<file path="src/rtl/color_gradient_table_builder_macros.svh">
// Assertion helpers shared by the gradient table builder RTL.
// In synthesis builds the macros expand to nothing.
`ifndef COLOR_GRADIENT_TABLE_BUILDER_MACROS_SVH
`define COLOR_GRADIENT_TABLE_BUILDER_MACROS_SVH
`ifndef SYNTHESIS
// Same-cycle implication.
`define CGTB_ASSERT_IMP(label, clk, rst, ante, cons) \
  label: assert property (@(posedge clk) disable iff (rst) (ante) |-> (cons)) \
    else $error("cgtb assertion failed");
// Next-cycle implication.
`define CGTB_ASSERT_NXT(label, clk, rst, ante, cons) \
  label: assert property (@(posedge clk) disable iff (rst) (ante) |=> (cons)) \
    else $error("cgtb assertion failed");
`else
`define CGTB_ASSERT_IMP(label, clk, rst, ante, cons)
`define CGTB_ASSERT_NXT(label, clk, rst, ante, cons)
`endif
`endif

</file>
<file path="src/rtl/cgtb_pkg.sv">
`default_nettype none

package cgtb_pkg;

  // Default sizes of the color table and of the power ROM.
  localparam int CGTB_TABLE_DEPTH   = 256;
  localparam int CGTB_POW_ROM_DEPTH = 1024;

  // Field widths.
  localparam int KIND_W     = 2;
  localparam int POS_W      = 32;
  localparam int RIDX_W     = 8;
  localparam int COLOR_W    = 8;
  localparam int NUM_LANES  = 4;
  localparam int WORD_W     = COLOR_W * NUM_LANES;
  localparam int MODE_W     = 2;
  localparam int ROM_W      = 16;
  localparam int ROM_ROUND  = (2 ** ROM_W) - 1;
  localparam int CFG_IDX_W  = 2;
  localparam int CFG_DATA_W = 32;

  // Item kinds.
  localparam logic [KIND_W-1:0] KIND_BEGIN = 2'd0;
  localparam logic [KIND_W-1:0] KIND_POINT = 2'd1;
  localparam logic [KIND_W-1:0] KIND_READ  = 2'd2;

  // Interpolation modes.
  localparam logic [MODE_W-1:0] MODE_LINEAR = 2'd0;
  localparam logic [MODE_W-1:0] MODE_EXP    = 2'd1;
  localparam logic [MODE_W-1:0] MODE_HOLD   = 2'd2;

  // Configuration register indexes.
  localparam logic [CFG_IDX_W-1:0] CFG_RANGE_LOW   = 2'd0;
  localparam logic [CFG_IDX_W-1:0] CFG_RANGE_HIGH  = 2'd1;
  localparam logic [CFG_IDX_W-1:0] CFG_INTERP_MODE = 2'd2;

  // Configuration reset values.
  localparam logic [POS_W-1:0] RANGE_LOW_RST  = 32'd0;
  localparam logic [POS_W-1:0] RANGE_HIGH_RST = 32'd65280;

  // Control word from the sequencer to each channel lane.
  typedef struct packed {
    logic              start;
    logic              load;
    logic              step;
    logic [MODE_W-1:0] mode;
  } cgtb_lane_ctl_t;

  // Power ROM entry j: the largest y with y^5 * depth <= j * 2^80, which is
  // floor((j / depth)^0.2 * 65536). Evaluated at elaboration only.
  function automatic logic [ROM_W-1:0] pow_entry(input int unsigned j,
                                                 input int unsigned depth);
    logic [111:0] y;
    logic [111:0] p;
    logic [111:0] t;
    logic [16:0]  lo;
    logic [16:0]  hi;
    logic [16:0]  mid;
    lo = 17'd0;
    hi = 17'd65535;
    t  = 112'(j) << 80;
    for (int s = 0; s < 17; s++) begin
      if (lo < hi) begin
        mid = (lo + hi + 17'd1) >> 1;
        y   = 112'(mid);
        p   = y * y * y * y * y * 112'(depth);
        if (p <= t) begin
          lo = mid;
        end else begin
          hi = mid - 17'd1;
        end
      end
    end
    return lo[ROM_W-1:0];
  endfunction

endpackage

`default_nettype wire

</file>
<file path="src/rtl/cgtb_div.sv">
`default_nettype none

// Restoring divider, one quotient bit per cycle.
module cgtb_div import cgtb_pkg::*; #(
  parameter int NUMW = 8,
  parameter int DENW = 8
) (
  input  logic            clk,
  input  logic            rst,
  input  logic            start,
  input  logic [NUMW-1:0] num,
  input  logic [DENW-1:0] den,
  output logic            busy,
  output logic [NUMW-1:0] quot,
  output logic [DENW-1:0] rem
);

  localparam int CW = $clog2(NUMW + 1);

  logic [CW-1:0]   cnt;
  logic [NUMW-1:0] quot_r;
  logic [DENW-1:0] rem_r;
  logic [DENW-1:0] den_r;
  logic [DENW:0]   trial;
  logic [DENW:0]   trial_diff;
  logic            fits;

  // Shift in the next dividend bit and try a subtract.
  assign trial      = {rem_r, quot_r[NUMW-1]};
  assign fits       = trial >= {1'b0, den_r};
  assign trial_diff = trial - {1'b0, den_r};

  // Iteration counter.
  always_ff @(posedge clk) begin
    if (rst) begin
      busy <= 1'b0;
      cnt  <= '0;
    end else if (start) begin
      busy <= 1'b1;
      cnt  <= CW'(NUMW);
    end else if (busy) begin
      cnt <= cnt - CW'(1);
      if (cnt == CW'(1)) begin
        busy <= 1'b0;
      end
    end
  end

  // Partial remainder and quotient.
  always_ff @(posedge clk) begin
    if (start) begin
      quot_r <= num;
      rem_r  <= '0;
      den_r  <= den;
    end else if (busy) begin
      quot_r <= {quot_r[NUMW-2:0], fits};
      rem_r  <= fits ? trial_diff[DENW-1:0] : trial[DENW-1:0];
    end
  end

  assign quot = quot_r;
  assign rem  = rem_r;

endmodule

`default_nettype wire

</file>
<file path="src/rtl/cgtb_lane.sv">
`default_nettype none

// One color channel: step division at setup, then an incremental
// quotient/remainder walk for linear fill, a ROM-weighted blend for
// exponential fill, the start color otherwise; res is registered.
module cgtb_lane import cgtb_pkg::*; #(
  parameter int DENW = 8
) (
  input  logic               clk,
  input  logic               rst,
  input  cgtb_lane_ctl_t     ctl,
  input  logic [COLOR_W-1:0] a,
  input  logic [COLOR_W-1:0] b,
  input  logic [DENW-1:0]    n,
  input  logic [ROM_W-1:0]   rom_q,
  output logic               busy,
  output logic [COLOR_W-1:0] res
);

  localparam int DQW = COLOR_W + 2;
  localparam int PW  = COLOR_W + ROM_W;

  logic               neg;
  logic [COLOR_W-1:0] mag;
  logic [COLOR_W-1:0] div_quot;
  logic [DENW-1:0]    div_rem;
  logic [DQW-1:0]     quot_ext;
  logic [DQW-1:0]     dq_init;
  logic [DENW-1:0]    dr_init;

  logic [COLOR_W-1:0] lin_q;
  logic [DENW-1:0]    lin_r;
  logic [DQW-1:0]     dq;
  logic [DENW-1:0]    dr;
  logic [COLOR_W-1:0] lin_q1;

  logic [DENW:0]      r_sum;
  logic [DENW:0]      r_diff;
  logic               r_wrap;
  logic [DENW-1:0]    r_next;
  logic [DQW-1:0]     q_sum;

  logic [PW-1:0]      prod;
  logic [PW:0]        down_sum;
  logic [COLOR_W-1:0] up_val;
  logic [COLOR_W-1:0] down_val;
  logic [COLOR_W-1:0] res_calc;

  // Magnitude and direction of the color change.
  assign neg = b < a;
  assign mag = neg ? (a - b) : (b - a);

  cgtb_div #(
    .NUMW (COLOR_W),
    .DENW (DENW)
  ) u_div (
    .clk   (clk),
    .rst   (rst),
    .start (ctl.start),
    .num   (mag),
    .den   (n),
    .busy  (busy),
    .quot  (div_quot),
    .rem   (div_rem)
  );

  // Floor division of the signed per-entry change by the span.
  assign quot_ext = {2'b00, div_quot};
  always_comb begin
    if (!neg) begin
      dq_init = quot_ext;
      dr_init = div_rem;
    end else if (div_rem == '0) begin
      dq_init = DQW'(0) - quot_ext;
      dr_init = '0;
    end else begin
      dq_init = DQW'(0) - quot_ext - DQW'(1);
      dr_init = n - div_rem;
    end
  end

  // Incremental step: remainder wraps into a quotient carry.
  assign r_sum  = {1'b0, lin_r} + {1'b0, dr};
  assign r_wrap = r_sum >= {1'b0, n};
  assign r_diff = r_sum - {1'b0, n};
  assign r_next = r_wrap ? r_diff[DENW-1:0] : r_sum[DENW-1:0];
  assign q_sum  = {2'b00, lin_q} + dq + DQW'(r_wrap);

  always_ff @(posedge clk) begin
    if (ctl.load) begin
      lin_q <= a;
      lin_r <= '0;
      dq    <= dq_init;
      dr    <= dr_init;
    end else if (ctl.step) begin
      lin_q <= q_sum[COLOR_W-1:0];
      lin_r <= r_next;
    end
  end

  // Exponential blend: round away from the start color going down.
  assign prod     = PW'(mag) * PW'(rom_q);
  assign up_val   = a + prod[PW-1:ROM_W];
  assign down_sum = {1'b0, prod} + (PW + 1)'(ROM_ROUND);
  assign down_val = a - down_sum[PW-1:ROM_W];

  always_comb begin
    case (ctl.mode)
      MODE_LINEAR: res_calc = lin_q1;
      MODE_EXP:    res_calc = neg ? down_val : up_val;
      default:     res_calc = a;
    endcase
  end

  // Stage registers aligned with the ROM read.
  always_ff @(posedge clk) begin
    lin_q1 <= lin_q;
    res    <= res_calc;
  end

endmodule

`default_nettype wire

</file>
<file path="config.mk">
export PLATFORM = sky130hd
export DESIGN_NAME = cgtb_lane
export DESIGN_NICKNAME = d
export VERILOG_FILES = /design/src/rtl/color_gradient_table_builder_macros.svh /design/src/rtl/cgtb_pkg.sv /design/src/rtl/cgtb_div.sv /design/src/rtl/cgtb_lane.sv
export SDC_FILE = /design/constraint.sdc
export NUM_CORES = 1
export LEC_CHECK = 0
export ABC_AREA = 1
export BUFFER_PORTS_ARGS = -buffer_cell sky130_fd_sc_hd__buf_2
export CAP_MARGIN = 15
export CORE_MARGIN = 10
export CORE_UTILIZATION = 45
export DETAILED_ROUTE_END_ITERATION = 12
export GPL_TIMING_DRIVEN = 0
export MAX_ROUTING_LAYER = met4
export PLACE_DENSITY = 0.63
export SLEW_MARGIN = 10
export SYNTH_ARGS = -nofsm -noshare
export SYNTH_HDL_FRONTEND = slang
export SYNTH_SLANG_ARGS = --single-unit
</file>
<file path="constraint.sdc">
create_clock -name clk -period 13.4 [get_ports clk]
set_input_delay 3.35 -clock clk [delete_from_list [all_inputs] [get_ports clk]]
set_output_delay 3.35 -clock clk [all_outputs]
set_load 0.02 [all_outputs]
</file>
# --- After elaboration in Yosys (flattened, before gate mapping) ---
# Cells that the tools add are included.
op_classes:
  multipliers: 1
  eq_ne: 2
  muxes: 18
  n_reduce_logical: 5
  n_addsub: 14
  order_cmp: 3
op_table:
  columns: ["op", "n"]
  rows:
  - ["2-to-1 mux 8 bit", 11]
  - ["subtractor 8 bit", 6]
  - ["adder 24 x 16 -> 24 bit, second input constant", 1]
  - ["multiplier 8 x 16 -> 24 bit", 1]
  - ["greater-or-equal comparator 9 x 8 -> 1 bit", 2]
  - ["adder 8 bit", 2]
  - ["one-hot mux 8 bit (2 select lines)", 1]
  - ["2-to-1 mux 10 bit", 1]
  - ["subtractor 9 x 2 -> 10 bit, second input constant", 1]
  - ["adder 8 x 8 -> 9 bit", 1]
  - ["subtractor 1 x 8 -> 9 bit, first input constant", 1]
  - ["adder 8 x 1 -> 8 bit", 1]
  - ["zero test 8 bit", 1]
  - ["< comparator 8 bit", 1]
  - ["2-to-1 mux 4 bit", 2]
  - ["== test 4 x 1 -> 1 bit, second input constant", 1]
  - ["nonzero test 2 bit", 2]
  - ["subtractor 4 x 1 -> 4 bit, second input constant", 1]
  - ["2-to-1 mux 1 bit", 3]
  - ["== test 2 x 1 -> 1 bit, second input constant", 1]
  - ["zero test 2 bit", 1]
  - ["OR reduction 2 bit", 1]
totals:
  out_inout_bits: 9
  in_bits: 47
  wordCells: 55
  reg_bits: 77

# --- Logic depth before layout (Yosys ltp) ---
logic_depth:
  depth_word: 7
  ltp_mapped: 58
  depth_no_buf: 58

# --- By module ---
# From an unflattened synthesis, not the netlist that was laid out.
unflattened:
  cells_unflattened: 1491
  area_unflattened_um2: 10661.5
modules_own_cells:
  columns: ["mod", "n_inst", "area_each_um2", "cells_each"]
  rows:
  - ["cgtb_lane", 1, 9007.4, 1290]
  - ["cgtb_div", 1, 1654.1, 201]

# --- Least setup slack after synthesis ---
# No wires, ideal clock.
synth_path:
  path_type: "input-to-reg"
  startpoint: "input port b[0]"
  endpoint: "register res[7]"
  required_time_ps: 13283
  stages: 56
  arrival_ps: 10861
  n_path_buf: 1
  setup_slack_ps: 2422
  path_cell_list: "inv_1 > ha_1 > inv_1 > fa_1 > nand2_1 > inv_1 > o21ai_1 > nand2_1 > nand4_1 > nand2_1 > mux2i_1 > nor3_1 > a211o_1 > xnor2_1 > buf_2 > nor2_1 > fa_1 > fa_1 > [... 20 more ...] > nand2_1 > o22ai_1 > ha_1 > inv_1 > nor2_1 > nor2_1 > nor2_1 > nor2_1 > nor2_1 > nor2_1 > nor2_1 > o21ai_0 > nand2_1 > xor2_1 > inv_1 > nand3_1 > nand3_1 > nand2_1"
synth_between:
  elab_chain_cells: 7
  elab_cells_between_ends: 10
  cone_classes: "5 x add/sub; 1 x mul; 1 x order compare; 3 x mux"
synth_lines:
  columns: ["element", "line", "rtl"]
  rows:
  - ["from (decl)", "cgtb_lane.sv:13", "input logic [COLOR_W-1:0] b,"]
  - ["subtractor 8 bit / < comparator 8 bit (equally long branches)", "cgtb_lane.sv:51, cgtb_lane.sv:50", null]
  - ["2-to-1 mux 8 bit", "cgtb_lane.sv:51", "assign mag = neg ? (a - b) : (b - a);"]
  - ["multiplier 8 x 16 -> 24 bit", "cgtb_lane.sv:102", "assign prod = PW'(mag) * PW'(rom_q);"]
  - ["adder 24 x 16 -> 24 bit", "cgtb_lane.sv:104", "assign down_sum = {1'b0, prod} + (PW + 1)'(ROM_ROUND);"]
  - ["subtractor 8 bit", "cgtb_lane.sv:105", "assign down_val = a - down_sum[PW-1:ROM_W];"]
  - ["2-to-1 mux 8 bit *", "cgtb_lane.sv:110", "MODE_EXP: res_calc = neg ? down_val : up_val;"]
  - ["one-hot mux 8 bit (2 select lines) *", "cgtb_lane.sv:108", "case (ctl.mode)"]
  - ["named net res_calc[7]", "cgtb_lane.sv:47", "logic [COLOR_W-1:0] res_calc;"]
  - ["to (signal assigned)", "cgtb_lane.sv:118", "res <= res_calc;"]
  - ["to (decl)", "cgtb_lane.sv:17", "output logic [COLOR_W-1:0] res"]
# The timed path passes the listed nets; every way through them passes the cells marked *.
# A chain may end at the register's enable or synchronous reset.

# --- Final worst setup path ---
layout_path:
  startpoint: "input port a[0]"
  endpoint: "register res[7]"
layout_between:
  elab_chain_cells: 7
  elab_cells_between_ends: 10
  cone_classes: "5 x add/sub; 1 x mul; 1 x order compare; 3 x mux"
layout_lines:
  columns: ["element", "line", "rtl"]
  rows:
  - ["from (decl)", "cgtb_lane.sv:12", "input logic [COLOR_W-1:0] a,"]
  - ["subtractor 8 bit / < comparator 8 bit (equally long branches)", "cgtb_lane.sv:51, cgtb_lane.sv:50", null]
  - ["2-to-1 mux 8 bit", "cgtb_lane.sv:51", null]
  - ["multiplier 8 x 16 -> 24 bit", "cgtb_lane.sv:102", null]
  - ["adder 24 x 16 -> 24 bit", "cgtb_lane.sv:104", null]
  - ["subtractor 8 bit", "cgtb_lane.sv:105", null]
  - ["2-to-1 mux 8 bit *", "cgtb_lane.sv:110", null]
  - ["one-hot mux 8 bit (2 select lines) *", "cgtb_lane.sv:108", null]
  - ["named net res_calc[7]", "cgtb_lane.sv:47", null]
# Marks and branches as above.

==> metrics.yaml <==
outcome:
  outcome: "finished clean"
grt:
  met3_usage_pct: 2.13
  antenna_found_initial: 0
  grt_max_degree: 22
  grt_pass1_vias: 9132
  top_usage_layer: "met2"
  grt_use_total_pct: 19.1
  overflow: 0
  grt_pass1_wl_um: 44500
  met1_usage_pct: 24.9
  met2_usage_pct: 31.1
finish:
  final_cell_mix: "296 x inv_1, 256 x nand2_1, 167 x nor2_1, 109 x ha_1, 93 x fa_1"
  final_common_cell: "inv_1"
  antenna_cells: 0
  multi_input_area_um2: 7140
  drive_gt1_share_pct: 7.11
  design_area_um2: 11200
  syn_to_final_growth_pct: 8.90
  fin_util_pct: 49.8
  fin_nets: 1706
  regArea_um2: 1940
  fillerInstances: 2288
timing:
  worst_slew_pin_slew_ns: 0.790
  setup_tns_ns: 0
  setup_violations: 0
  post-route-period-util_pct: 91.8
  slew_headroom_pct: 47.3
  max_freq_ghz: 0.0813
  fin_worst_skew_ns: 0.00762
  rsz0062_at_grt: "false"
  hold_viol: 0
  holdWs_ns: 0.397
  final.min_clock_period_ns: 12.30
  slew_violations: 0
worst_setup_path:
  worst_path_max_delay_cell: "xnor2_1"
  crit_family: "adder cells"
  worstSetupEndpointType: "flip-flop"
  critical_path.max_fanout: 10
  cpPeakStageDelay_ns: 0.64
  reg2reg_depth: 31
  reg2reg_from: "dr[0]"
  crit_path_start_kind: "input port"
  rr_endpoint: "lin_q[7]"
  critPathMostFrequentCell: "nand2_1"
  cp_num_buf_inv: 7
  required_ns: 13.63
  rrSetupSlack_ns: 8.20
  crit_type: "in2reg"
  crit_arrival_ns: 12.52
die:
  dieArea_um2: 29400
  pin_count: 56
  die_x_um: 171
  coreArea_um2: 22600
  chipHeight_um: 171
  rows: 55
  start_util_pct: 45.7
placement:
  hpwl_um: 21700
  placed_area_um2: 10900
  port_buffers: 52
  place_congestion: 0.920
min_path:
  hold_path_class: "reg2reg"
  hold_end: "lin_q1[5]"
  min_path_cells: 0
  min_from: "lin_q[5]"
clock_network:
  post_cts_buffers: 0
  clkTransAtPathRegs_ns: 0.06
  clk_path_buf_depth: 2
  hold_buffers: 0
  ctsResizeCount: 0
  cts-root-buf: "clkbuf_16"
  clk_latency_ns: 0.34
  cts-buffers-inserted: 9
  htreeDepth: 3
  cts_tree: "built"
  clock-sinks: 77
synthesis:
  async_flop_share_pct: 0
  synth_edf_count: 40
  syn-cell-area_um2: 10300
  yosys.area_share.simple_pct: 23.2
  avgSynthCellArea_um2: 7.40
  muxShareOfSynthArea_pct: 0.194
  synth_cells: 1394
  yosysWarnings: 0
  ys.flop_type: "edfxtp_1"
  ys_seq_area_share_pct: 18.8
  synth.top_cell.area_share_pct: 18.0
  synth_top_area_cell: "fa_1"
  synth_adder_area_share_pct: 31.3
  synthXorXnorAreaFrac_pct: 4.33
  synth-compound-area-share_pct: 10.2
  ys_types: 56
  synth.area.top_cells: "fa_1 18%, ha_1 13%, edfxtp_1 12%"
  synthesis.nets: 1643
  synth-seq-cells: 77
  synth_top_family_by_area: "adder cells"
routing:
  drc_errors: 0
  ant_nets: 0
  drtIter0Drc: 535
  vias: 9017
  dr.pass1.iters: 5
  vias_per_cell: 5.16
  drt_wl_total_um: 26100
  post_drt_wl_per_cell_um: 14.9
flow_run:
  cap_viol_max_count: 0
## cells by family after synthesis
| kind of cell | Yosys count |
|---|---|
| muxes | 2 |
| AOI/OAI and AO/OA | 181 |
| buffers and inverters | 327 |
| and+or+nand+nor | 554 |
| xor gates and xnor gates | 51 |
| DFF | 77 |
| adders and majority gates | 202 |
## flip-flops by register name (all words and copies together), names as in the netlist
signal / flops
lin_q1: 8
u_div.quot: 8
lin_r: 8
u_div.busy: 1
u_div.cnt: 4
lin_q: 8
dq: 8
u_div.den_r: 8
res: 8
u_div.rem: 8
dr: 8
## cells in the mapped netlist, types with 5 or more instances
| cell | number |
|---|---|
| or2_2 | 6 |
| xnor2_1 | 15 |
| a21oi_1 | 61 |
| nand4_1 | 24 |
| dfxtp_1 | 37 |
| nor3_1 | 13 |
| nand2_2 | 5 |
| nor2_1 | 167 |
| o32ai_1 | 5 |
| nor2_2 | 5 |
| o21ai_0 | 57 |
| fa_1 | 93 |
| o211ai_1 | 7 |
| ha_1 | 109 |
| xor2_1 | 36 |
| nand3_1 | 51 |
| inv_1 | 296 |
| edfxtp_1 | 40 |
| nand2_1 | 256 |
| o22ai_1 | 19 |
| nand3b_1 | 7 |
| clkbuf_1 | 19 |
## metrics by stage
step / setup slack, ns / std cells
floorplan: 2.42 / 1394
global placement: 0.912 / 1731
detailed placement: 0.884 / 1731
CTS: 1.19 / 1747
global route: 0.281 / 1747
finish: 1.10 / 1747
## final cells by class
cell class / instances / share of cell area [%]
Tap cell: 285 / 3.17
Sequential cell: 77 / 17.3
Clock inverter: 6 / 0.457
Clock buffer: 10 / 2.23
Buffer: 24 / 0.869
Multi-Input combinational cell: 990 / 63.5
Inverter: 303 / 10.1
Timing Repair Buffer: 52 / 2.32
## metal layers
metal	share of wire, %	up-vias	wire length [um]
li1	-	4540	-
met1	47	4204	12200
met2	46	242	12100
met3	5.2	31	1370
met4	1.6	0	416
met5	0	-	0
## worst reg2reg max path, delay by kind of cell, from the launching register on
kind                     cells  cell delay (ns)
AND/OR/NAND/NOR             19             1.86
adder cells (fa/ha/maj)      4             1.45
buffers and inverters        3             0.47
AO/OA/AOI/OAI                3             0.39
XOR/XNOR                     2             0.39
flip-flops                   1             0.37
## worst max-delay path by stage
stage	from	endpoint	slack, ns	cells after the start
finish	a[0]	res[7]	1.10	50
global route	a[1]	res[7]	0.28	52
detailed placement	a[1]	res[7]	0.88	51
CTS	a[0]	res[7]	1.19	50
floorplan	b[0]	res[7]	2.42	56
global placement	a[1]	res[7]	0.91	51
Power is left out: the tool's default activity adds up to more than one toggle a clock period on the data nets, which glitch-free logic cannot reach.
