$ cat src/rtl/color_gradient_table_builder_macros.svh
// Assertion helpers shared by the gradient table builder RTL.
// In synthesis builds the macros expand to nothing.
`ifndef COLOR_GRADIENT_TABLE_BUILDER_MACROS_SVH
`define COLOR_GRADIENT_TABLE_BUILDER_MACROS_SVH
`ifndef SYNTHESIS
// Same-cycle implication.
`define CGTB_ASSERT_IMP(label, clk, rst, ante, cons) \
  label: assert property (@(posedge clk) disable iff (rst) (ante) |-> (cons)) \
    else $error("cgtb assertion failed");
// Next-cycle implication.
`define CGTB_ASSERT_NXT(label, clk, rst, ante, cons) \
  label: assert property (@(posedge clk) disable iff (rst) (ante) |=> (cons)) \
    else $error("cgtb assertion failed");
`else
`define CGTB_ASSERT_IMP(label, clk, rst, ante, cons)
`define CGTB_ASSERT_NXT(label, clk, rst, ante, cons)
`endif
`endif

$ cat src/rtl/cgtb_pkg.sv
`default_nettype none

package cgtb_pkg;

  // Default sizes of the color table and of the power ROM.
  localparam int CGTB_TABLE_DEPTH   = 256;
  localparam int CGTB_POW_ROM_DEPTH = 1024;

  // Field widths.
  localparam int KIND_W     = 2;
  localparam int POS_W      = 32;
  localparam int RIDX_W     = 8;
  localparam int COLOR_W    = 8;
  localparam int NUM_LANES  = 4;
  localparam int WORD_W     = COLOR_W * NUM_LANES;
  localparam int MODE_W     = 2;
  localparam int ROM_W      = 16;
  localparam int ROM_ROUND  = (2 ** ROM_W) - 1;
  localparam int CFG_IDX_W  = 2;
  localparam int CFG_DATA_W = 32;

  // Item kinds.
  localparam logic [KIND_W-1:0] KIND_BEGIN = 2'd0;
  localparam logic [KIND_W-1:0] KIND_POINT = 2'd1;
  localparam logic [KIND_W-1:0] KIND_READ  = 2'd2;

  // Interpolation modes.
  localparam logic [MODE_W-1:0] MODE_LINEAR = 2'd0;
  localparam logic [MODE_W-1:0] MODE_EXP    = 2'd1;
  localparam logic [MODE_W-1:0] MODE_HOLD   = 2'd2;

  // Configuration register indexes.
  localparam logic [CFG_IDX_W-1:0] CFG_RANGE_LOW   = 2'd0;
  localparam logic [CFG_IDX_W-1:0] CFG_RANGE_HIGH  = 2'd1;
  localparam logic [CFG_IDX_W-1:0] CFG_INTERP_MODE = 2'd2;

  // Configuration reset values.
  localparam logic [POS_W-1:0] RANGE_LOW_RST  = 32'd0;
  localparam logic [POS_W-1:0] RANGE_HIGH_RST = 32'd65280;

  // Control word from the sequencer to each channel lane.
  typedef struct packed {
    logic              start;
    logic              load;
    logic              step;
    logic [MODE_W-1:0] mode;
  } cgtb_lane_ctl_t;

  // Power ROM entry j: the largest y with y^5 * depth <= j * 2^80, which is
  // floor((j / depth)^0.2 * 65536). Evaluated at elaboration only.
  function automatic logic [ROM_W-1:0] pow_entry(input int unsigned j,
                                                 input int unsigned depth);
    logic [111:0] y;
    logic [111:0] p;
    logic [111:0] t;
    logic [16:0]  lo;
    logic [16:0]  hi;
    logic [16:0]  mid;
    lo = 17'd0;
    hi = 17'd65535;
    t  = 112'(j) << 80;
    for (int s = 0; s < 17; s++) begin
      if (lo < hi) begin
        mid = (lo + hi + 17'd1) >> 1;
        y   = 112'(mid);
        p   = y * y * y * y * y * 112'(depth);
        if (p <= t) begin
          lo = mid;
        end else begin
          hi = mid - 17'd1;
        end
      end
    end
    return lo[ROM_W-1:0];
  endfunction

endpackage

`default_nettype wire

$ cat src/rtl/cgtb_div.sv
`default_nettype none

// Restoring divider, one quotient bit per cycle.
module cgtb_div import cgtb_pkg::*; #(
  parameter int NUMW = 8,
  parameter int DENW = 8
) (
  input  logic            clk,
  input  logic            rst,
  input  logic            start,
  input  logic [NUMW-1:0] num,
  input  logic [DENW-1:0] den,
  output logic            busy,
  output logic [NUMW-1:0] quot,
  output logic [DENW-1:0] rem
);

  localparam int CW = $clog2(NUMW + 1);

  logic [CW-1:0]   cnt;
  logic [NUMW-1:0] quot_r;
  logic [DENW-1:0] rem_r;
  logic [DENW-1:0] den_r;
  logic [DENW:0]   trial;
  logic [DENW:0]   trial_diff;
  logic            fits;

  // Shift in the next dividend bit and try a subtract.
  assign trial      = {rem_r, quot_r[NUMW-1]};
  assign fits       = trial >= {1'b0, den_r};
  assign trial_diff = trial - {1'b0, den_r};

  // Iteration counter.
  always_ff @(posedge clk) begin
    if (rst) begin
      busy <= 1'b0;
      cnt  <= '0;
    end else if (start) begin
      busy <= 1'b1;
      cnt  <= CW'(NUMW);
    end else if (busy) begin
      cnt <= cnt - CW'(1);
      if (cnt == CW'(1)) begin
        busy <= 1'b0;
      end
    end
  end

  // Partial remainder and quotient.
  always_ff @(posedge clk) begin
    if (start) begin
      quot_r <= num;
      rem_r  <= '0;
      den_r  <= den;
    end else if (busy) begin
      quot_r <= {quot_r[NUMW-2:0], fits};
      rem_r  <= fits ? trial_diff[DENW-1:0] : trial[DENW-1:0];
    end
  end

  assign quot = quot_r;
  assign rem  = rem_r;

endmodule

`default_nettype wire

$ cat config.mk
export PLATFORM = sky130hd
export DESIGN_NAME = cgtb_div
export DESIGN_NICKNAME = d
export VERILOG_FILES = /design/src/rtl/color_gradient_table_builder_macros.svh /design/src/rtl/cgtb_pkg.sv /design/src/rtl/cgtb_div.sv
export SDC_FILE = /design/constraint.sdc
export NUM_CORES = 1
export LEC_CHECK = 0
export BUFFER_PORTS_ARGS = -buffer_cell sky130_fd_sc_hd__buf_2
export CAP_MARGIN = 10
export CORE_UTILIZATION = 48
export CTS_BUF_LIST = sky130_fd_sc_hd__clkbuf_16
export CTS_CLUSTER_SIZE = 16
export DETAILED_ROUTE_END_ITERATION = 8
export GPL_TIMING_DRIVEN = 1
export PLACE_DENSITY = 0.75
export SYNTH_ARGS = -nofsm -noshare
export SYNTH_HDL_FRONTEND = slang
export SYNTH_SLANG_ARGS = --single-unit
$ cat constraint.sdc
create_clock -name clk -period 1.85 [get_ports clk]
set_input_delay 0.2775 -clock clk [delete_from_list [all_inputs] [get_ports clk]]
set_output_delay 0.2775 -clock clk [all_outputs]
set_load 0.02 [all_outputs]
After elaboration in Yosys (flattened, before gate mapping)
Cells that the tools add are included.
- $add $sub $neg: 2
- magnitude comparators: 1
- eq/ne operators: 1
- muxes and demuxes: 8
- reduce and logical (&&, ||, !) cells: 2
- operator list (operator ; number):
    $mux 8 ; 3
    $ge 9x8->1 ; 1
    $mux 4 ; 2
    $sub 8x8->8 ; 1
    $eq 4x1->1 const B ; 1
    $sub 4x1->4 const B ; 1
    $mux 1 ; 3
    $reduce_bool 2->1 ; 1
    $reduce_or 2->1 ; 1
- register bits: 29
- input bits: 19
- output and inout bits: 17
- logic and storage cells: 20

Depth between registers and ports, before layout
Gate-level depths: netlist of the first run.
- depth after elaboration: 4
- gate-level depth with buffers: 8
- depth with buffers taken out: 8

Worst setup path after synthesis of the first run
Ideal clock, no wire load.
- kind: reg-to-reg
- start point: register quot_r[7] (netlist: quot[7])
- end point: register rem_r[6] (netlist: rem[6])
- library setup time: 0.091 ns
- arrival time: 2.087 ns
- required time: 1.759 ns
- setup slack: -0.328 ns
- stages on the path, launching flop included: 9
- path buffers: 0
- clock period less this slack: 2.178 ns
- cell sequence: edfxtp_1 inv_1 ha_1 fa_1 nand2b_1 a2111o_1 o211ai_1 o21ai_0 a311oi_1
- word-level cells in the longest chain between the ends: 2
- elaborated cells on any way between the ends: 3
- classes of those cells: add/sub: 1; order compare: 1; mux: 1
- RTL lines (item ; RTL line ; source):
    start, declared ; cgtb_div.sv:21 ; logic [NUMW-1:0] quot_r;
    start signal, assigned ; cgtb_div.sv:52 ; quot_r <= num;
    start signal, assigned ; cgtb_div.sv:56 ; quot_r <= {quot_r[NUMW-2:0], fits};
    $sub 8x8->8 / $ge 9x8->1 (equally long branches) ; cgtb_div.sv:31, cgtb_div.sv:30 ;
    $mux 8 * ; cgtb_div.sv:57 ; rem_r <= fits ? trial_diff[DENW-1:0] : trial[DENW-1:0];
    end signal, assigned ; cgtb_div.sv:57 ;
    end, declared ; cgtb_div.sv:22 ; logic [DENW-1:0] rem_r;
Mark *: on every way between the ends. The rest lies on a longest branch, timed or not.
A chain may end at the register's enable or synchronous reset.

Worst setup path in the final report of the first run
- start point: register den_r[0]
- end point: register rem_r[6] (netlist: rem[6])
- word-level cells in the longest chain between the ends: 2
- elaborated cells on any way between the ends: 3
- classes of those cells: add/sub: 1; order compare: 1; mux: 1
- RTL lines (item ; RTL line ; source):
    start, declared ; cgtb_div.sv:23 ; logic [DENW-1:0] den_r;
    start signal, assigned ; cgtb_div.sv:54 ; den_r <= den;
    $sub 8x8->8 / $ge 9x8->1 (equally long branches) ; cgtb_div.sv:31, cgtb_div.sv:30 ;
    $mux 8 * ; cgtb_div.sv:57 ;
Marks and branches as above.

==> impl_metrics.env, run 1 <==
export IMPL_clk_pin_slew_worst_paths_ns=0.05
export IMPL_hold_viol=0
export IMPL_switchingPower_uw=712
export IMPL_slowest_delay_ns=0.42
export IMPL_syn_area_per_cell_sq_um=9.94
export IMPL_die_w_um=60.3
export IMPL_cp_max_fo=3
export IMPL_arrival_ns=2.21
export IMPL_cp_cell_sequence="ha_4 > fa_2 > nand2b_4 > a2111o_1 > o211ai_1 > o21ai_1 > a311oi_1"
export IMPL_drv_slew=0
export IMPL_crit_path_end_kind="register"
export IMPL_power_frac_clock_pct=36.4
export IMPL_cap_violations=0
export IMPL_synth_net_count=194
export IMPL_antennaDiodeCount=0
export IMPL_yosysTopAreaCell="edfxtp_1"
export IMPL_layout_cells_non_filler=281
export IMPL_grtUsageTotal_pct=27.6
export IMPL_synth_common_cells="edfxtp_1 (16), inv_1 (16), nor2_1 (16), dfxtp_1 (13), ha_1 (10)"
export IMPL_grt_pass1_vias=1566
export IMPL_power_density_mw_per_mm2=994
export IMPL_hold_path_class="in2reg"
export IMPL_max_freq_mhz=492
export IMPL_final_nets=266
export IMPL_path_delay_family="compound AO/OA/AOI/OAI gates"
export IMPL_cts_buffer_depth=2
export IMPL_synth_top_cells_by_area="edfxtp_1 (29%), dfxtp_1 (16%), ha_1 (7.7%)"
export IMPL_start_util_pct=52.1
export IMPL_relSlewSlack_pct=77.2
export IMPL_drive_above_1_share_pct=47.7
export IMPL_numCtsBuffers=5
export IMPL_final_antenna_net_count=0
export IMPL_intPower_uw=1750
export IMPL_setup_ws_ns=-0.183
export IMPL_place_ws_ns=-0.142
export IMPL_drt_wl_total_mm=4.76
export IMPL_ys_seq_area_share_pct=45.4
export IMPL_finalPower_uw=2460
export IMPL_report_final_setup_viol=5
export IMPL_drt_first_pass_iters=4
export IMPL_netlist_area_sq_mm=0.00163
export IMPL_synthDistinctLibCells=42
export IMPL_numClockSinks=29
export IMPL_vias=1584
export IMPL_synth_edf_count=16
export IMPL_rows=20
export IMPL_worstMarginPinSlew_ns=0.333
export IMPL_gp_congestion=0.881
export IMPL_grt_pass1_wl_mm=7.12
export IMPL_area_growth_pct=51.8
export IMPL_failed_checks="negative setup slack"
export IMPL_slowest_stage="edfxtp_1"
export IMPL_yosysWarnings=0
export IMPL_fin_skew_ns=0.00263
export IMPL_p_leak_uw=0.00109
export IMPL_path_class="reg2reg"
export IMPL_post_route_period_util_pct=110
export IMPL_viasPerCell=5.64
export IMPL_route_detailed_drc=0
export IMPL_h_tree_depth=2
export IMPL_dpl_hpwl_mm=3.28
export IMPL_period_needed_ns=2.03
export IMPL_crit_buf_inv=0
export IMPL_core_area_sq_mm=0.00313
export IMPL_portBuffers=35
export IMPL_dp_cells=271
export IMPL_status="finished, violations left"
export IMPL_yosysTopAreaCellShare_pct=29.5
export IMPL_first_iter_violations=131
export IMPL_grt_overflow=0
export IMPL_synthCells=164
export IMPL_synthFlopType="edfxtp_1"
export IMPL_comb_power_share_pct=31.4
export IMPL_nFillCells=193
export IMPL_synth_seq_cells=29
export IMPL_pwr_share_seq_pct=32.1
export IMPL_critPathRequiredTime_ns=2.03
export IMPL_async_reset_ff_share_pct=0
export IMPL_die_h_um=60.3
export IMPL_drt_wirelength_per_cell_um=16.9
export IMPL_clk_latency_ns=0.28
export IMPL_ir_drop_mv=0.770
export IMPL_cp_start_kind="register"
export IMPL_clockRootBuffer="clkbuf_16"
export IMPL_num_io_pins=36
export IMPL_grt_start_max_net_pins=19
export IMPL_die_area_sq_mm=0.00363
export IMPL_cts_tree="built"
export IMPL_rsz0062_at_grt="true"
export IMPL_switching_share_pct=28.9
export IMPL_antenna_found_initial=0
[worst register-to-register path: stages (launching register included)]
cell,delay (ns)
edfxtp_1,0.42
ha_4,0.20
fa_2,0.34
nand2b_4,0.16
a2111o_1,0.36
o211ai_1,0.10
o21ai_1,0.10
a311oi_1,0.27
[through the flow]
stage / hold slack (ns) / instance area [sq um] / util, % / setup TNS, ns
floorplan: 0.347 / 1730 / - / -0.361
global placement: 0.454 / 2180 / 69.6 / -0.127
detailed placement: 0.456 / 2180 / 69.6 / -0.407
CTS: 0.168 / 2380 / 76.0 / -0.252
global route: 0.170 / 2470 / 79.1 / -0.964
finish: 0.173 / 2470 / 79.1 / -0.437
[power groups by stage]
stage,sequential [uW],combinational [uW],clock (uW)
3_5_place_dp,799,663,0
3_3_place_gp,795,635,0
2_1_floorplan,849,339,0
6_report,790,773,896
5_1_grt,796,826,934
4_1_cts,789,694,907
[repair_timing]
action / in CTS / in global routing
cloned: 0 / 0
pin swaps: 5 / 6
hold buffers: 0 / 0
endpoints found under the setup margin: 6 / 9
buffers inserted: 0 / 2
gates resized for setup: 6 / 15
[path summary, 6_finish.rpt]
path	startpoint	to	slack, ns	cells after the start
worst min-delay path	den[3]	den_r[3]$_DFFE_PP_	0.17	1
worst min register to register	cnt[1]$_SDFFE_PP0P_	cnt[1]$_SDFFE_PP0P_	0.51	2
worst max-delay path	den_r[0]$_DFFE_PP_	rem[6]$_SDFFE_PP0P_	-0.18	7
worst max register to register	den_r[0]$_DFFE_PP_	rem[6]$_SDFFE_PP0P_	-0.18	7
[metal layers]
layer	share of wire (%)	GRT usage, %	vias up
met5	0	0	-
met3	4.4	7.36	18
met2	51	46.2	50
met4	2.9	14.6	0
li1	-	-	746
met1	41	32.0	770
[sequential cells by signal (all words and copies together), names as in the netlist]
signal	flops
den_r	8
cnt	4
rem	8
busy	1
quot	8
[layout make-up]
class                           count  area, sq um  share of cell area (%)
Clock buffer                        5          125                    5.06
Clock inverter                      3         37.5                    1.52
Inverter                           16         60.1                    2.43
Multi-Input combinational cell    113          991                    40.0
Sequential cell                    29          746                    30.1
Tap cell                           44         55.1                    2.22
Timing Repair Buffer               71          460                    18.6
[kinds of logic (layout without fill, tap and decap cells)]
| group | Yosys count | in the layout | synth area share (%) |
|---|---|---|---|
| AND/OR/NAND/NOR | 49 | 49 | 14.6 |
| AO/OA/AOI/OAI | 39 | 39 | 17.0 |
| flip-flops | 29 | 29 | 45.4 |
| buffers and inverters | 22 | 95 | 5.37 |
| adder cells (fa/ha/maj) | 11 | 11 | 8.90 |
| multiplexers | 8 | 8 | 5.53 |
| XOR/XNOR | 6 | 6 | 3.22 |
[placed cells by master (no fill, tap or decap), types with 6 or more instances in the layout]
cell type / synthesis / final
buf_4: 1 / 32
nor2_1: 16 / 16
nand2_1: 9 / 8
dfxtp_1: 13 / 11
inv_1: 16 / 15
ha_4: 0 / 6
buf_2: 1 / 35
edfxtp_1: 16 / 16
mux2_2: 8 / 7
nand3_1: 7 / 6
Power figures use the tool's default switching activity.
==> run 2: changes to the inputs <==
--- a/config.mk
+++ b/config.mk
@@ -12,7 +12,8 @@
 export CTS_CLUSTER_SIZE = 16
 export DETAILED_ROUTE_END_ITERATION = 8
 export GPL_TIMING_DRIVEN = 1
-export PLACE_DENSITY = 0.75
+export HOLD_SLACK_MARGIN = 0.08
+export PLACE_DENSITY = 0.84
 export SYNTH_ARGS = -nofsm -noshare
 export SYNTH_HDL_FRONTEND = slang
 export SYNTH_SLANG_ARGS = --single-unit
==> run 2 against run 1 <==
  * The run still ends with negative setup slack left
  * Largest power group is now combinational logic
  * Clock skew barely moved
  * Global-route usage rose by 0.58 points
  * Highest routed layer unchanged
  * Critical endpoint unchanged
  * Worst hold slack improved by 0.0027 ns
  * Sequential share of layout area fell by 0.31 points
  * Clock-buffer cell count did not move
  * Critical path type unchanged
==> impl_metrics.env, run 2 (synthesis results as in run 1) <==
export IMPL_num_io_pins=36
export IMPL_crit_reg2reg_launch="quot[7]$_DFFE_PP_"
export IMPL_first_iter_violations=102
export IMPL_grt_pass1_vias=1529
export IMPL_status="finished, violations left"
export IMPL_power_density_mw_per_mm2=945
export IMPL_numClockSinks=29
export IMPL_max_freq_mhz=503
export IMPL_numCtsBuffers=5
export IMPL_antennaDiodeCount=0
export IMPL_fin_skew_ns=0.00292
export IMPL_grt_use_met2_pct=48.7
export IMPL_drive_above_1_share_pct=50.0
export IMPL_post_route_period_util_pct=107
export IMPL_slowest_stage="edfxtp_1"
export IMPL_h_tree_depth=2
export IMPL_cap_violations=0
export IMPL_slowest_delay_ns=0.38
export IMPL_clk_latency_ns=0.27
export IMPL_cp_max_fo=3
export IMPL_cts_buffer_depth=2
export IMPL_grt_pass1_wl_mm=7.23
export IMPL_setup_ws_ns=-0.138
export IMPL_cp_cell_sequence="inv_2 > ha_4 > fa_2 > nand2b_4 > a2111o_1 > o211ai_1 > o21ai_1 > a311oi_1"
export IMPL_hold_buffers=0
export IMPL_crit_path_end_kind="register"
export IMPL_grt_start_max_net_pins=24
export IMPL_drv_slew=0
export IMPL_crit_buf_inv=1
export IMPL_core_area_sq_mm=0.00313
export IMPL_die_h_um=60.3
export IMPL_die_w_um=60.3
export IMPL_final_antenna_net_count=0
export IMPL_viasPerCell=5.68
export IMPL_start_util_pct=52.1
export IMPL_gp_congestion=0.888
export IMPL_gr_max_usage_layer="met2"
export IMPL_nFillCells=175
export IMPL_grtUsageTotal_pct=28.2
export IMPL_grt_overflow=0
export IMPL_ir_drop_mv=0.748
export IMPL_die_area_sq_mm=0.00363
export IMPL_antenna_found_initial=0
export IMPL_hold_viol=0
export IMPL_clockRootBuffer="clkbuf_16"
export IMPL_use_met3_pct=7.14
export IMPL_p_leak_uw=0.00107
export IMPL_final_nets=263
export IMPL_failed_checks="negative setup slack"
export IMPL_regArea_sq_um=747
export IMPL_critPathRequiredTime_ns=2.04
export IMPL_multi_input_area_sq_mm=0.00107
export IMPL_crit_start="quot[7]$_DFFE_PP_"
export IMPL_most_common_layout_cells="buf_2 (35), buf_4 (29), nor2_1 (16), edfxtp_1 (16), inv_1 (14)"
export IMPL_worstMarginPinSlew_ns=0.397
export IMPL_vias=1579
export IMPL_finalPower_uw=2370
export IMPL_drt_first_pass_iters=4
export IMPL_drt_wl_total_mm=5.07
export IMPL_period_needed_ns=1.99
export IMPL_arrival_ns=2.17
export IMPL_clk_pin_slew_worst_paths_ns=0.05
export IMPL_dpl_hpwl_mm=3.18
export IMPL_use_met1_pct=32.4
export IMPL_portBuffers=35
export IMPL_drt_wirelength_per_cell_um=18.2
export IMPL_hold_path_class="in2reg"
export IMPL_holdWs_ns=0.176
export IMPL_path_delay_family="compound AO/OA/AOI/OAI gates"
export IMPL_report_final_setup_viol=8
export IMPL_cts_tree="built"
export IMPL_worstHoldStart="den[4]"
export IMPL_rsz0062_at_grt="true"
export IMPL_rows=20
export IMPL_cp_start_kind="register"
export IMPL_area_growth_pct=53.6
export IMPL_path_class="reg2reg"
export IMPL_relSlewSlack_pct=72.9
export IMPL_route_detailed_drc=0
export IMPL_final_common_cell="buf_2"
[run 2: cell count changes in the layout (fill, tap and decap cells not counted), moves of 2 or more]
cell and delta:
buf_4 -3, ha_1 -2, ha_4 +2, inv_2 +2, nand3_4 +2
[run 2: final cells by class]
class,instances,area share (%)
tap,44,2.20
sequential,29,29.8
multi-input combinational,113,42.7
timing repair buffer,68,17.5
clock buffer,5,5.00
inverter,16,2.40
clock inverter,3,0.450
[run 2: path summary, 6_finish.rpt]
check	slack [ns]	depth (start not counted)	endpoint
hold reg to reg	0.58	1	quot[4]$_DFFE_PP_
hold / removal	0.18	1	den_r[4]$_DFFE_PP_
setup reg to reg	-0.14	8	rem[6]$_SDFFE_PP0P_
setup / recovery	-0.14	8	rem[6]$_SDFFE_PP0P_
[run 2: where the power goes]
group          internal (uW)  total [uW]  switching (uW)
registers                751         796            44.7
logic                    402         831             430
clock network            481         739             258
[run 2: per-stage QoR]
stage	util [%]	instances	cell area (sq um)	worst slack, ns	TNS (ns)
4_1_cts	75.8	276	2370	-0.109	-0.244
5_1_grt	80.1	278	2500	-0.216	-0.899
6_report	80.1	278	2500	-0.138	-0.426
2_1_floorplan	-	164	1730	-0.171	-0.361
3_5_place_dp	68.9	268	2150	-0.153	-0.319
3_3_place_gp	68.9	268	2150	-0.0785	-0.114
[run 2: what timing repair did]
item,CTS,global route
pin swaps,8,12
endpoints found under the setup margin,7,8
setup buffers,0,2
resized for setup,12,22
[run 2: layer usage]
metal / up-vias / part of all wire (%)
li1: 734 / -
met1: 767 / 39
met2: 64 / 53
met3: 14 / 5.7
met4: 0 / 2.2
met5: - / 0
